`src/hdl/show_control_message_parser_assert.svh`:
```
// Assertion macros for the show-control message parser
`ifndef SHOW_CONTROL_MESSAGE_PARSER_ASSERT_SVH
`define SHOW_CONTROL_MESSAGE_PARSER_ASSERT_SVH
`ifndef ASSERT_OFF
`define SCP_ASSERT_IMP(lbl, clk, rstn, a, c) \
  lbl: assert property (@(posedge clk) disable iff (!rstn) (a) |-> (c)) \
    else $error("assertion failed");
`define SCP_ASSERT_NXT(lbl, clk, rstn, a, c) \
  lbl: assert property (@(posedge clk) disable iff (!rstn) (a) |=> (c)) \
    else $error("assertion failed");
`else
`define SCP_ASSERT_IMP(lbl, clk, rstn, a, c)
`define SCP_ASSERT_NXT(lbl, clk, rstn, a, c)
`endif
`endif

```
`src/hdl/scp_pkg.sv`:
```
// ----------------------------------------------------------------------------
// scp_pkg
// Types and constants shared by the show-control parser modules.
// ----------------------------------------------------------------------------
package scp_pkg;
  localparam int CUE_VALUE_WIDTH_DEF = 32;
  localparam logic [7:0] BYTE_SOX = 8'hF0;
  localparam logic [7:0] BYTE_EOX = 8'hF7;
  localparam logic [7:0] BYTE_SUB = 8'h7F;
  localparam logic [7:0] BYTE_MSC = 8'h02;
  localparam logic [7:0] BYTE_DOT = 8'h2E;
  localparam logic [7:0] BYTE_ZERO = 8'h30;
  localparam logic [7:0] BYTE_NINE = 8'h39;
  localparam logic [7:0] CMD_TIMED_GO = 8'h04;
  localparam logic [7:0] CMD_SET = 8'h06;
  localparam logic [7:0] CMD_FIRE = 8'h07;
  localparam logic [7:0] CMD_GO_LIGHT = 8'h18;

  typedef enum logic [2:0] {
    KIND_HEADER = 3'd0, KIND_TIME = 3'd1, KIND_CUE_NUM = 3'd2, KIND_CUE_LIST = 3'd3,
    KIND_CUE_PATH = 3'd4, KIND_CONTROL = 3'd5, KIND_MACRO = 3'd6
  } kind_t;

  // one result item
  typedef struct packed {
    kind_t        kind;
    logic         ok;
    logic [1:0]   count;
    logic [39:0]  first;
    logic [31:0]  second;
    logic [31:0]  third;
    logic         last;
  } item_t;

  // finished message snapshot handed from parser to emitter
  typedef struct packed {
    logic         ok;
    logic [7:0]   dev;
    logic [7:0]   fmt;
    logic [7:0]   cmd;
    logic [39:0]  tbytes;
    logic [3:0]   pres;
    logic [1:0]   cnt1;
    logic [1:0]   cnt2;
    logic [1:0]   cnt3;
    logic [31:0]  c0, c1, c2, c3, c4, c5, c6, c7, c8;
    logic [27:0]  ctrl;
    logic [7:0]   macro;
  } msg_t;
endpackage

```
`src/hdl/scp_front.sv`:
```
// ----------------------------------------------------------------------------
// scp_front
// Byte parser: walks the header and body, raises a message snapshot at 0xF7.
// ----------------------------------------------------------------------------
module scp_front import scp_pkg::*; #(
  parameter int CUE_VALUE_WIDTH = CUE_VALUE_WIDTH_DEF
) (
  input  logic       clk,
  input  logic       rst_n,
  input  logic       byte_vld,
  input  logic [7:0] rx_byte,
  output logic       msg_vld,
  output msg_t       msg
);
  typedef enum logic [4:0] {
    PH_IDLE, PH_SUB, PH_DEV, PH_SUB2, PH_FMT, PH_CMD, PH_T0, PH_T1, PH_T2, PH_T3,
    PH_T4, PH_SET0, PH_SET1, PH_SET2, PH_SET3, PH_SETOPT, PH_FIRE, PH_OPTLIST,
    PH_CUE, PH_DONE
  } phase_t;

  localparam logic [31:0] CMASK = 32'hFFFF_FFFF >> (32 - CUE_VALUE_WIDTH);

  phase_t      ph_r, ph_nxt;
  logic [7:0]  dev_r, dev_nxt, fmt_r, fmt_nxt, cmd_r, cmd_nxt;
  logic [39:0] tb_r, tb_nxt;
  logic [31:0] comp_r [9];
  logic [31:0] comp_nxt [9];
  logic [1:0]  cnt_r [3];
  logic [1:0]  cnt_nxt [3];
  logic [3:0]  pres_r, pres_nxt;
  logic [27:0] ctrl_r, ctrl_nxt;
  logic [7:0]  mac_r, mac_nxt;
  logic        err_r, err_nxt;
  logic [1:0]  base_r, base_nxt, max_r, max_nxt, begun_r, begun_nxt;
  logic        req_r, req_nxt, open_r, open_nxt, skip_r, skip_nxt;
  logic        msg_vld_nxt, ok_w;
  logic [2:0]  slot;
  logic [1:0]  cc;
  logic [3:0]  idx;
  logic [2:0]  ti;
  logic        go_cue;

  always_comb begin
    ph_nxt = ph_r; dev_nxt = dev_r; fmt_nxt = fmt_r; cmd_nxt = cmd_r; tb_nxt = tb_r;
    comp_nxt = comp_r; cnt_nxt = cnt_r; pres_nxt = pres_r; ctrl_nxt = ctrl_r;
    mac_nxt = mac_r; err_nxt = err_r; base_nxt = base_r; max_nxt = max_r;
    begun_nxt = begun_r; req_nxt = req_r; open_nxt = open_r; skip_nxt = skip_r;
    msg_vld_nxt = 1'b0; slot = '0; cc = '0; idx = '0; ti = '0; go_cue = 1'b0;
    ok_w = !err_r;
    if (ph_r < PH_SETOPT || ph_r == PH_FIRE) ok_w = 1'b0;
    if (ph_r == PH_CUE && req_r && begun_r == 2'd0) ok_w = 1'b0;
    if (byte_vld) begin
      if (rx_byte == BYTE_SOX) begin
        ph_nxt = PH_SUB; dev_nxt = '0; fmt_nxt = '0; cmd_nxt = '0; tb_nxt = '0;
        for (int i = 0; i < 9; i++) comp_nxt[i] = '0;
        for (int i = 0; i < 3; i++) cnt_nxt[i] = '0;
        pres_nxt = '0; ctrl_nxt = '0; mac_nxt = '0; err_nxt = 1'b0;
        base_nxt = '0; max_nxt = '0; begun_nxt = '0;
        req_nxt = 1'b0; open_nxt = 1'b0; skip_nxt = 1'b0;
      end else if (rx_byte == BYTE_EOX) begin
        if (ph_r != PH_IDLE) begin
          msg_vld_nxt = 1'b1; ph_nxt = PH_IDLE;
        end
      end else begin
        unique case (ph_r)
          PH_SUB: begin
            if (rx_byte != BYTE_SUB) begin err_nxt = 1'b1; ph_nxt = PH_DONE; end
            else ph_nxt = PH_DEV;
          end
          PH_DEV: begin dev_nxt = rx_byte; ph_nxt = PH_SUB2; end
          PH_SUB2: begin
            if (rx_byte != BYTE_MSC) begin err_nxt = 1'b1; ph_nxt = PH_DONE; end
            else ph_nxt = PH_FMT;
          end
          PH_FMT: begin fmt_nxt = rx_byte; ph_nxt = PH_CMD; end
          PH_CMD: begin
            cmd_nxt = rx_byte;
            unique case (rx_byte)
              8'h01, 8'h02, 8'h03, 8'h05, 8'h0B, 8'h10: begin
                base_nxt = 2'd1; max_nxt = 2'd3; req_nxt = 1'b0; ph_nxt = PH_CUE;
              end
              8'h04, 8'h18: ph_nxt = PH_T0;
              8'h06: ph_nxt = PH_SET0;
              8'h07: ph_nxt = PH_FIRE;
              8'h08, 8'h09, 8'h0A: ph_nxt = PH_DONE;
              8'h11, 8'h12, 8'h13, 8'h14, 8'h15, 8'h16, 8'h17, 8'h19, 8'h1A:
                ph_nxt = PH_OPTLIST;
              8'h1B, 8'h1C: begin
                base_nxt = 2'd2; max_nxt = 2'd1; req_nxt = 1'b1; ph_nxt = PH_CUE;
              end
              8'h1D, 8'h1E: begin
                base_nxt = 2'd3; max_nxt = 2'd1; req_nxt = 1'b1; ph_nxt = PH_CUE;
              end
              default: begin err_nxt = 1'b1; ph_nxt = PH_DONE; end
            endcase
          end
          PH_SETOPT, PH_T0, PH_T1, PH_T2, PH_T3, PH_T4: begin
            ti = (ph_r == PH_SETOPT) ? 3'd0 : 3'(ph_r - PH_T0);
            unique case (ti)
              3'd0: tb_nxt[39:32] = tb_r[39:32] | rx_byte;
              3'd1: tb_nxt[31:24] = tb_r[31:24] | rx_byte;
              3'd2: tb_nxt[23:16] = tb_r[23:16] | rx_byte;
              3'd3: tb_nxt[15:8]  = tb_r[15:8]  | rx_byte;
              default: tb_nxt[7:0] = tb_r[7:0] | rx_byte;
            endcase
            if (ti < 3'd4) ph_nxt = phase_t'(PH_T0 + 5'(ti) + 5'd1);
            else begin
              pres_nxt[0] = 1'b1;
              if (cmd_r == CMD_TIMED_GO) begin
                base_nxt = 2'd1; max_nxt = 2'd3; req_nxt = 1'b0; ph_nxt = PH_CUE;
                begun_nxt = '0; open_nxt = 1'b0; skip_nxt = 1'b0;
              end else if (cmd_r == CMD_GO_LIGHT) ph_nxt = PH_OPTLIST;
              else ph_nxt = PH_DONE;
            end
          end
          PH_SET0: begin ctrl_nxt[20:14] = rx_byte[6:0]; ph_nxt = PH_SET1; end
          PH_SET1: begin ctrl_nxt[27:21] = rx_byte[6:0]; ph_nxt = PH_SET2; end
          PH_SET2: begin ctrl_nxt[6:0] = rx_byte[6:0]; ph_nxt = PH_SET3; end
          PH_SET3: begin ctrl_nxt[13:7] = rx_byte[6:0]; ph_nxt = PH_SETOPT; end
          PH_FIRE: begin mac_nxt = rx_byte; ph_nxt = PH_DONE; end
          PH_OPTLIST: begin
            if (rx_byte == 8'h00) ph_nxt = PH_DONE;
            else begin
              base_nxt = 2'd2; max_nxt = 2'd1; req_nxt = 1'b0; ph_nxt = PH_CUE;
              begun_nxt = '0; open_nxt = 1'b0; skip_nxt = 1'b0;
              go_cue = 1'b1;
            end
          end
          PH_CUE: go_cue = 1'b1;
          default: ;
        endcase
        // cue text; works on the _nxt view so that the option-list entry chains
        if (go_cue) begin
          if (!open_nxt) begin
            if (rx_byte == 8'h00 && begun_nxt != 2'd0) go_cue = 1'b0;
            else if (begun_nxt >= max_nxt) begin ph_nxt = PH_DONE; go_cue = 1'b0; end
            else begin
              slot = 3'(base_nxt) + 3'(begun_nxt);
              if (slot < 3'd1 || slot > 3'd3) begin ph_nxt = PH_DONE; go_cue = 1'b0; end
              else begin
                begun_nxt = begun_nxt + 2'd1; open_nxt = 1'b1; skip_nxt = 1'b0;
                cnt_nxt[slot[1:0] - 2'd1] = 2'd1;
                pres_nxt[slot[1:0]] = 1'b1;
              end
            end
          end
          if (go_cue) begin
            slot = 3'(base_nxt) + 3'(begun_nxt) - 3'd1;
            if (slot >= 3'd1 && slot <= 3'd3) begin
              cc = cnt_nxt[slot[1:0] - 2'd1];
              if (rx_byte == 8'h00) open_nxt = 1'b0;
              else if (!skip_nxt) begin
                if (rx_byte == BYTE_DOT) begin
                  if (cc < 2'd3) cnt_nxt[slot[1:0] - 2'd1] = cc + 2'd1;
                  else skip_nxt = 1'b1;
                end else if (rx_byte >= BYTE_ZERO && rx_byte <= BYTE_NINE && cc != 2'd0) begin
                  idx = 4'((slot - 3'd1) * 3'd3) + 4'(cc) - 4'd1;
                  comp_nxt[idx] = ((comp_nxt[idx] << 3) + (comp_nxt[idx] << 1)
                                  + 32'(rx_byte - BYTE_ZERO)) & CMASK;
                end
              end
            end
          end
        end
      end
    end
  end

  always_ff @(posedge clk) begin
    if (!rst_n) begin
      ph_r <= PH_IDLE; dev_r <= '0; fmt_r <= '0; cmd_r <= '0; tb_r <= '0;
      for (int i = 0; i < 9; i++) comp_r[i] <= '0;
      for (int i = 0; i < 3; i++) cnt_r[i] <= '0;
      pres_r <= '0; ctrl_r <= '0; mac_r <= '0; err_r <= 1'b0;
      base_r <= '0; max_r <= '0; begun_r <= '0;
      req_r <= 1'b0; open_r <= 1'b0; skip_r <= 1'b0; msg_vld <= 1'b0;
    end else begin
      ph_r <= ph_nxt; dev_r <= dev_nxt; fmt_r <= fmt_nxt; cmd_r <= cmd_nxt;
      tb_r <= tb_nxt; comp_r <= comp_nxt; cnt_r <= cnt_nxt; pres_r <= pres_nxt;
      ctrl_r <= ctrl_nxt; mac_r <= mac_nxt; err_r <= err_nxt; base_r <= base_nxt;
      max_r <= max_nxt; begun_r <= begun_nxt; req_r <= req_nxt; open_r <= open_nxt;
      skip_r <= skip_nxt; msg_vld <= msg_vld_nxt;
    end
  end

  // snapshot taken with the closing byte
  always_ff @(posedge clk) begin
    if (msg_vld_nxt) begin
      msg.ok <= ok_w; msg.dev <= dev_r; msg.fmt <= fmt_r; msg.cmd <= cmd_r;
      msg.tbytes <= tb_r; msg.pres <= pres_r;
      msg.cnt1 <= cnt_r[0]; msg.cnt2 <= cnt_r[1]; msg.cnt3 <= cnt_r[2];
      msg.c0 <= comp_r[0]; msg.c1 <= comp_r[1]; msg.c2 <= comp_r[2];
      msg.c3 <= comp_r[3]; msg.c4 <= comp_r[4]; msg.c5 <= comp_r[5];
      msg.c6 <= comp_r[6]; msg.c7 <= comp_r[7]; msg.c8 <= comp_r[8];
      msg.ctrl <= ctrl_r; msg.macro <= mac_r;
    end
  end
endmodule

```
`src/hdl/scp_back.sv`:
```
// ----------------------------------------------------------------------------
// scp_back
// Message queue and item emitter: turns each snapshot into its run of items.
// ----------------------------------------------------------------------------
module scp_back import scp_pkg::*; (
  input  logic  clk,
  input  logic  rst_n,
  input  logic  msg_vld,
  input  msg_t  msg,
  output logic  q_full,
  output logic  out_vld,
  output item_t out_item,
  input  logic  out_take
);
  // message queue; a message is 2+ bytes, and q_full holds off input when the slots are taken
  msg_t       q_r [2];
  logic [1:0] cnt_r;
  logic       wp_r, rp_r;
  logic [2:0] step_r;
  msg_t       m;
  item_t      it;
  logic       have, done, take;

  assign m = q_r[rp_r];
  assign have = cnt_r != 2'd0;
  // msg_vld is registered after the closing byte, so hold off one slot early
  assign q_full = (cnt_r == 2'd2) || (cnt_r != 2'd0 && msg_vld);

  // find the item for the current step and whether anything follows it
  function automatic logic present(input msg_t x, input logic [2:0] s);
    logic r;
    begin
      unique case (s)
        3'd0: r = 1'b1;
        3'd1: r = x.ok && x.pres[0];
        3'd2: r = x.ok && x.pres[1];
        3'd3: r = x.ok && x.pres[2];
        3'd4: r = x.ok && x.pres[3];
        3'd5: r = x.ok && x.cmd == CMD_SET;
        3'd6: r = x.ok && x.cmd == CMD_FIRE;
        default: r = 1'b0;
      endcase
      return r;
    end
  endfunction

  logic [2:0] nstep;
  always_comb begin
    nstep = 3'd7;
    for (int s = 6; s >= 1; s--)
      if (3'(s) > step_r && present(m, 3'(s))) nstep = 3'(s);
    done = nstep == 3'd7;
    it = '0;
    it.kind = kind_t'(step_r);
    it.last = done;
    unique case (step_r)
      3'd0: begin it.ok = m.ok; it.first = 40'(m.dev); it.second = 32'(m.fmt);
        it.third = 32'(m.cmd); end
      3'd1: it.first = m.tbytes;
      3'd2: begin it.count = m.cnt1; it.first = 40'(m.c0); it.second = m.c1;
        it.third = m.c2; end
      3'd3: begin it.count = m.cnt2; it.first = 40'(m.c3); it.second = m.c4;
        it.third = m.c5; end
      3'd4: begin it.count = m.cnt3; it.first = 40'(m.c6); it.second = m.c7;
        it.third = m.c8; end
      3'd5: begin it.first = 40'(m.ctrl[27:14]); it.second = 32'(m.ctrl[13:0]); end
      3'd6: it.first = 40'(m.macro);
      default: ;
    endcase
  end

  // output register
  logic  ovld_r;
  item_t oitem_r;
  logic  load;
  assign out_vld = ovld_r;
  assign out_item = oitem_r;
  assign load = have && (!ovld_r || out_take);
  assign take = load && done;

  always_ff @(posedge clk) begin
    if (!rst_n) begin
      cnt_r <= '0; wp_r <= 1'b0; rp_r <= 1'b0; step_r <= '0; ovld_r <= 1'b0;
    end else begin
      if (msg_vld) wp_r <= !wp_r;
      if (take) rp_r <= !rp_r;
      cnt_r <= cnt_r + 2'(msg_vld) - 2'(take);
      if (load) step_r <= done ? 3'd0 : nstep;
      if (load) ovld_r <= 1'b1;
      else if (out_take) ovld_r <= 1'b0;
    end
  end

  always_ff @(posedge clk) begin
    if (msg_vld) q_r[wp_r] <= msg;
    if (load) oitem_r <= it;
  end
endmodule

```
`src/hdl/show_control_message_parser.sv`:
```
// ----------------------------------------------------------------------------
// show_control_message_parser
// Show-control system-exclusive receiver with a decoupled item emitter.
// ----------------------------------------------------------------------------
// Input queue side: drive in_rx_byte with push; a byte is taken when push is
// high and full is low. Each taken byte updates the registered parse state.
// Result queue side: while empty is low the oldest item sits on out_*; pop
// takes it. A message closed by 0xF7 yields a header item then, if its ok
// bit is set, one item per field present, last_item marking the end. A
// snapshot registered at 0xF7 passes via the message queue to the output
// register. Throughput: one byte per cycle in while full is low, one item
// per cycle out, walked by the emitter from a two-entry message queue, while
// pop is high. full rises while both message slots are taken, and for one
// cycle while a snapshot lands with the other slot taken; it persists when
// the receiver stalls for long, and bytes are then held off.
// Reset clears the parser to idle and empties both queues.
// ----------------------------------------------------------------------------
`include "show_control_message_parser_assert.svh"
module show_control_message_parser import scp_pkg::*; #(
  parameter int CUE_VALUE_WIDTH = CUE_VALUE_WIDTH_DEF
) (
  input  logic        clk,
  input  logic        rst_n,
  input  logic        push,
  output logic        full,
  input  logic [7:0]  in_rx_byte,
  output logic        empty,
  input  logic        pop,
  output logic [2:0]  out_item_kind,
  output logic        out_ok,
  output logic [1:0]  out_component_count,
  output logic [39:0] out_first_value,
  output logic [31:0] out_second_value,
  output logic [31:0] out_third_value,
  output logic        out_last_item
);
  logic  msg_vld, q_full, out_vld, acc;
  msg_t  msg;
  item_t item;

  assign full = q_full;
  assign acc = push && !full;

  scp_front #(.CUE_VALUE_WIDTH(CUE_VALUE_WIDTH)) u_front (
    .clk(clk), .rst_n(rst_n), .byte_vld(acc), .rx_byte(in_rx_byte),
    .msg_vld(msg_vld), .msg(msg)
  );

  scp_back u_back (
    .clk(clk), .rst_n(rst_n), .msg_vld(msg_vld), .msg(msg), .q_full(q_full),
    .out_vld(out_vld), .out_item(item), .out_take(pop && !empty)
  );

  assign empty = !out_vld;
  assign out_item_kind = item.kind;
  assign out_ok = item.ok;
  assign out_component_count = item.count;
  assign out_first_value = item.first;
  assign out_second_value = item.second;
  assign out_third_value = item.third;
  assign out_last_item = item.last;

  `SCP_ASSERT_IMP(a_ok_hdr, clk, rst_n, !empty && out_ok, out_item_kind == KIND_HEADER)
  `SCP_ASSERT_IMP(a_cnt_cue, clk, rst_n, !empty && out_component_count != 2'd0,
    out_item_kind == KIND_CUE_NUM || out_item_kind == KIND_CUE_LIST || out_item_kind == KIND_CUE_PATH)
  `SCP_ASSERT_NXT(a_hold, clk, rst_n, !empty && !pop, !empty && $stable(out_first_value))
endmodule

```
`config.mk`:
```
export PLATFORM = sky130hd
export DESIGN_NAME = show_control_message_parser
export DESIGN_NICKNAME = d
export VERILOG_FILES = /design/src/hdl/scp_pkg.sv /design/src/hdl/scp_front.sv /design/src/hdl/scp_back.sv /design/src/hdl/show_control_message_parser.sv
export VERILOG_INCLUDE_DIRS = /design/src /design/src/hdl
export SDC_FILE = /design/constraint.sdc
export NUM_CORES = 2
export LEC_CHECK = 0
export BUFFER_PORTS_ARGS = -buffer_cell sky130_fd_sc_hd__buf_4
export CORE_UTILIZATION = 25
export CTS_BUF_LIST = sky130_fd_sc_hd__clkbuf_4
export CTS_CLUSTER_SIZE = 20
export DETAILED_ROUTE_END_ITERATION = 12
export GPL_TIMING_DRIVEN = 0
export MAX_ROUTING_LAYER = met4
export PLACE_DENSITY = 0.45
export SYNTH_ARGS = -nofsm -noshare
export SYNTH_HDL_FRONTEND = slang
export SYNTH_HIERARCHICAL = 1
export SYNTH_SLANG_ARGS = --single-unit
```
`constraint.sdc`:
```
create_clock -name clk -period 49.4 [get_ports clk]
set_input_delay 4.94 -clock clk [delete_from_list [all_inputs] [get_ports clk]]
set_output_delay 4.94 -clock clk [all_outputs]
set_load 0.02 [all_outputs]
```
# Word-level counts from Yosys, hierarchy flattened
# Memories as Yosys holds them, arrays and structs flattened. A register that Yosys moved wholly into a read port is not among the register bits.
# Index checks and enable logic that the tools add are counted.
# classes
bitwise,12
reduce_logical,95
order_cmp,24
mul,1
n_mux,216
eq_ne,81
add_sub_neg,18
# op_table
operator,n
$mux W288,9
$bwmux W288,1
$pmux W40 S7,1
$pmux W32 S5,1
$mux W8,17
$bmux W32 S4,1
$demux W32 S4,1
$eq A8 B5 Y1 const B,16
$pmux W32 S4,1
$mux W40,3
$mux W6,17
$mux W2,41
$mux W1,72
$add A32 B32 Y32,2
$mux W31,2
$pmux W5 S12,1
$eq A8 B3 Y1 const B,7
$mux W28,2
$mux W5,11
$reduce_bool A2 Y1,21
$eq A5 B4 Y1 const B,8
$or A8 B8 Y8,5
$eq A8 B4 Y1 const B,4
$mux W32,1
other kinds (88),202
# word_totals
ramBits,798
inputBits,12
output_inout_bits,113
memories,1
wordCells,516
regBits,932
# mem_list
memory,depth,width,rd,rd_ports_with_merged_regs,write_ports,line_no,source
u_back.q_r,2,399,1,1,1,scp_back.sv:16,msg_t q_r [2];

# Depth between registers and ports, before layout
# logic_depth
ltp_word,46
ltp_mapped,48
depth_no_buf,45

# Hierarchy
# The synthesis kept the hierarchy.
# by_module_without_submodules
module,instances,area_per_inst_um2,seq_area_each_um2,cells_per_inst
scp_front,1,33865.0,20269.4,2833
scp_back,1,33633.5,27476.4,1693
show_control_message_parser,1,23.8,0.0,3

# Worst setup path after synthesis
# No wires, ideal clock.
# synth_timing
path_kind,input -> register
from,input port push
to,register u_front.ph_r[0]
path_slack_ps,2057
arrival_time_ps,47191
cell_stages,6
path_cell_list,nor2b_4 clkbuf_1 nand2_1 nor4_1 o21ai_0 o211a_1
# synth_between
elab_chain_len,2
# synth_rtl
element,line_no,source
from (decl),show_control_message_parser.sv:24,"input logic push,"
$logic_and A1 B1 Y1,show_control_message_parser.sv:42,assign acc = push && !full;
$reduce_and A2 Y1 (no source line),--,
to (signal assigned),scp_front.sv:178,ph_r <= ph_nxt; dev_r <= dev_nxt; fmt_r <= fmt_nxt; cmd_r <= cmd_nxt;
to (decl),scp_front.sv:23,"phase_t ph_r, ph_nxt;"
# Every way passes these cells.
# A chain may end at the register's enable or synchronous reset.

# Worst setup path in the final report
# layout_timing
from,input port in_rx_byte[5]
to,register u_front/comp_r[277] in the netlist's numbering
# layout_between
elab_chain_len,45
elab_cells_between_ends,147
classes_between,12 x add/sub; 1 x mul; 11 x order compare; 17 x eq/ne; 81 x mux; 6 x bitwise; 19 x reduce/logical
# layout_rtl
element,line_no,source
from (decl),show_control_message_parser.sv:26,"input logic [7:0] in_rx_byte,"
branches (longest 45 deep; another with $add A2 B2 Y3),--,
to (signal assigned),scp_front.sv:179,tb_r <= tb_nxt; comp_r <= comp_nxt; cnt_r <= cnt_nxt; pres_r <= pres_nxt;
to (decl),scp_front.sv:26,logic [31:0] comp_r [9];
# Several ways; the timed one is not identified. The select of a mux whose other input is x is not followed.

==> results by group <==
Status
  • Outcome: finished clean

GRT
  • Vias in the first global route: ~44000
  • First-pass GRT wire length: 333 mm
  • Initial antenna violation count: 37
  • GRT Util Overall: between 10% and 20%
  • Grt ovf: 0
  • Largest net degree at the start of global routing: 69

Setup path
  • Reg2Reg Launch Point: u_front/ph_r[0]$_SDFFE_PN0P_
  • CP max stage delay: 1.07 ns
  • CP Data Arrival Time: 20.63 ns
  • CP endpoint kind: register
  • Startpoint types: primary input
  • Worst setup startpoint: in_rx_byte[5]
  • Required time worst endpoint: slightly above 50 ns
  • WS Path Type: in2reg
  • Reg2Reg Setup Slack: 33.92 ns
  • Critical Path Sink: u_front/comp_r[277]$_SDFFE_PN0P_
  • Reg2Reg Depth: 42
  • Crit-path slowest cell: buf_1
  • Reg-to-reg endpoint: u_front/comp_r[277]$_SDFFE_PN0P_
  • Worst-path fanout max: 10
  • Most frequent CP cell: ha_1

Run
  • Max-Cap Viols: 0

Drt
  • Routed WL per cell: 26.3 um
  • TritonRoute pass-1 iters: 8
  • Total number of vias: 43900
  • # DRC: 0
  • DR vias/cell: 4.81
  • Antenna-violating nets left: 0
  • Starting DRT DRC Count: 4558
  • Routed WL: around 240 mm

Floorplanning
  • FP Rows: 190
  • DIE WIDTH: 522 um
  • Core Footprint: ~0.27 mm2
  • Starting Density: 25.2%
  • # IOs: 125
  • Die area: 0.272 mm2
  • Die height: 522 um

STA
  • Final period util: 39.5%
  • Min cycle time layout: 19.49 ns
  • Tightest Pin Transition: 1.45 ns
  • Final hold violations: 0
  • Final setup vio count: 0
  • Max frequency: 51.3 MHz
  • Worst Skew: 0.166 ns
  • RSZ-0062 raised after global routing: no
  • Hold_ws: 0.348 ns
  • Final WS setup: 29.91 ns
  • Max-slew violations: 0
  • Slew HR: 3.63%

Yosys
  • Yosys reg bits: 1731
  • Primary FF master, synth: edfxtp_1
  • Sequential share of the synthesized area: 70.7%
  • YS warnings: 6
  • Synth area leader: edfxtp_1
  • Syn Nets: 4634
  • Syn avg cell area: approximately 15 um2
  • Area contributors post-synth: edfxtp_1, dfxtp_1, mux2i_1
  • Synth Cell Area: 0.0675 mm2
  • Synth Instances: approximately 4500
  • Most numerous cell in the Yosys netlist: edfxtp_1
  • EDFF count, synth: 1308
  • Synth top area share: 58.2%
  • Yosys cell types: 94
  • Most common library cells after synthesis: edfxtp_1, dfxtp_1, mux2i_1
  • Asr flop ratio synth: 0%

Power
  • Pwr Density: 36.9 mW/mm2
  • Worst vdd ir: between 20 and 25 uV
  • Pleak: ~26 nW

Worst hold path
  • Hold/Removal Path Class: reg2reg

Clock network
  • CTS tree: done
  • Clk buf depth: 4
  • # Post-CTS Setup Buffers: 0
  • Clk Latency, worst-skew pair: 1.35 ns
  • Root buffer cell: clkbuf_4
  • CTS buffer count: 452
  • Hold bufs inserted after CTS: 0
  • Post-cts resize count: 0
  • Clock-pin slew on the worst setup and hold paths: roughly 0.070 ns
  • H-tree Lvls: 5
  • Clk sink count: roughly 1700

Cells and area
  • P&R area growth vs syn: 18.7%
  • Proportion of layout cells with a drive suffix above 1: 21.9%
  • Nets: 5300
  • Finished Core Util: 29.9%
  • FILL cells: 27300

Placed design
  • PortBufs: 122
  • DP Worst Slack: 28.36 ns
  • Post-DP HPWL: approximately 170 mm
  • Gpl congestion: 0.887
==> kinds of logic (layout without fill, tap and decap cells) <==
kind of cell	after synthesis	after routing	synth area share, %
simple gates	988	988	7.98
xor+xnor	48	48	0.643
mux	327	327	6.05
flops	1731	1731	70.7
other cells	0	20	0
fa+ha+maj	93	93	1.93
compound gates	985	985	10.4
buf+inv	357	1394	2.28
==> per-layer routing <==
metal / up-vias / GRT usage [%] / wire length (um)
li1: 19300 / - / -
met1: 22400 / 23.5 / 105000
met2: 1867 / 27.3 / 110000
met3: 378 / 3.73 / 18800
met4: 0 / 5.71 / 6660
met5: - / - / 0
==> power breakdown <==
part,switching (mW),internal (mW),leakage (nW)
Clock,0.612,0.686,3.61
Combinational,0.0844,0.0250,7.61
Sequential,0.00120,1.54,15.3
==> area by class of cell <==
cell class	instances	area [um2]	area share, %
Sequential cell	1731	47700	59.6
Multi-Input combinational cell	2441	18300	22.8
Clock buffer	706	5300	6.61
Tap cell	3552	4440	5.55
Timing Repair Buffer	212	2050	2.56
Buffer	291	1300	1.63
Clock inverter	119	737	0.920
Inverter	66	253	0.315
Antenna cell	20	50.0	0.0625
==> how the worst min path moves through the flow <==
stage | end | cells after the start | start | slack, ns
2_1_floorplan | u_front/msg[0]$_DFFE_PP_ | 0 | u_front/mac_r[0]$_SDFFE_PN0P_ | 0.41
3_3_place_gp | u_front/msg[390]$_DFFE_PP_ | 0 | u_front/dev_r[0]$_SDFFE_PN0P_ | 0.41
3_5_place_dp | u_front/msg[372]$_DFFE_PP_ | 0 | u_front/tb_r[38]$_SDFFE_PN0P_ | 0.41
4_1_cts | u_front/msg[351]$_DFFE_PP_ | 0 | u_front/tb_r[17]$_SDFFE_PN0P_ | 0.35
5_1_grt | u_front/msg[351]$_DFFE_PP_ | 0 | u_front/tb_r[17]$_SDFFE_PN0P_ | 0.37
6_report | u_back/q_r[1][142]$_DFFE_PP_ | 0 | u_front/msg[142]$_DFFE_PP_ | 0.35
==> critical path, delay by kind of cell <==
kind                     cells  cell delay [ns]
adder cells (fa/ha/maj)      9             2.77
multiplexers                 2             0.75
AO/OA/AOI/OAI               13             3.75
AND/OR/NAND/NOR              9             2.04
buffers and inverters       12             5.26
XOR/XNOR                     1             1.07
==> cell usage in the layout, fill, tap and decap left out, drive strengths merged, types with 25 or more instances in the layout <==
cell       n
clkbuf   870
nand3    158
nand2    195
a21oi    133
o22ai     69
a21o      43
and2      54
buf      339
a21boi    74
o21ai    139
a222oi    88
nor2b    255
clkinv   104
or2       31
mux2i    258
and3      31
edfxtp  1308
a22oi    253
ha        74
nor3      26
mux4      64
xor2      25
nor2     139
dfxtp    423
inv       70
==> metrics by stage <==
stage               power [mW]  setup TNS [ns]  area [um2]  instances
CTS                       3.00               0       80100       9116
global route              3.07               0       80100       9131
detailed placement        1.68               0       74000       8291
global placement          1.68        -9728.32       72900       8203
floorplan                 1.63               0       67500       4529
finish                    2.95               0       80100       9138
==> registers in the layout, indices dropped and copies added, names as in the netlist, 2 cells and up, named ones only <==
| name | flops |
|---|---|
| u_front/max_r | 2 |
| u_back/cnt_r | 2 |
| u_front/comp_r | 288 |
| u_front/cmd_r | 8 |
| u_front/pres_r | 4 |
| u_front/ph_r | 5 |
| u_front/mac_r | 8 |
| u_front/tb_r | 40 |
| u_front/base_r | 2 |
| u_front/msg | 399 |
| u_front/fmt_r | 8 |
| u_back/q_r | 798 |
| u_front/cnt_r | 6 |
| u_back/out_item | 111 |
| u_front/ctrl_r | 28 |
| u_front/dev_r | 8 |
| u_front/begun_r | 2 |
| u_back/step_r | 3 |
Power figures use the tool's default switching activity.
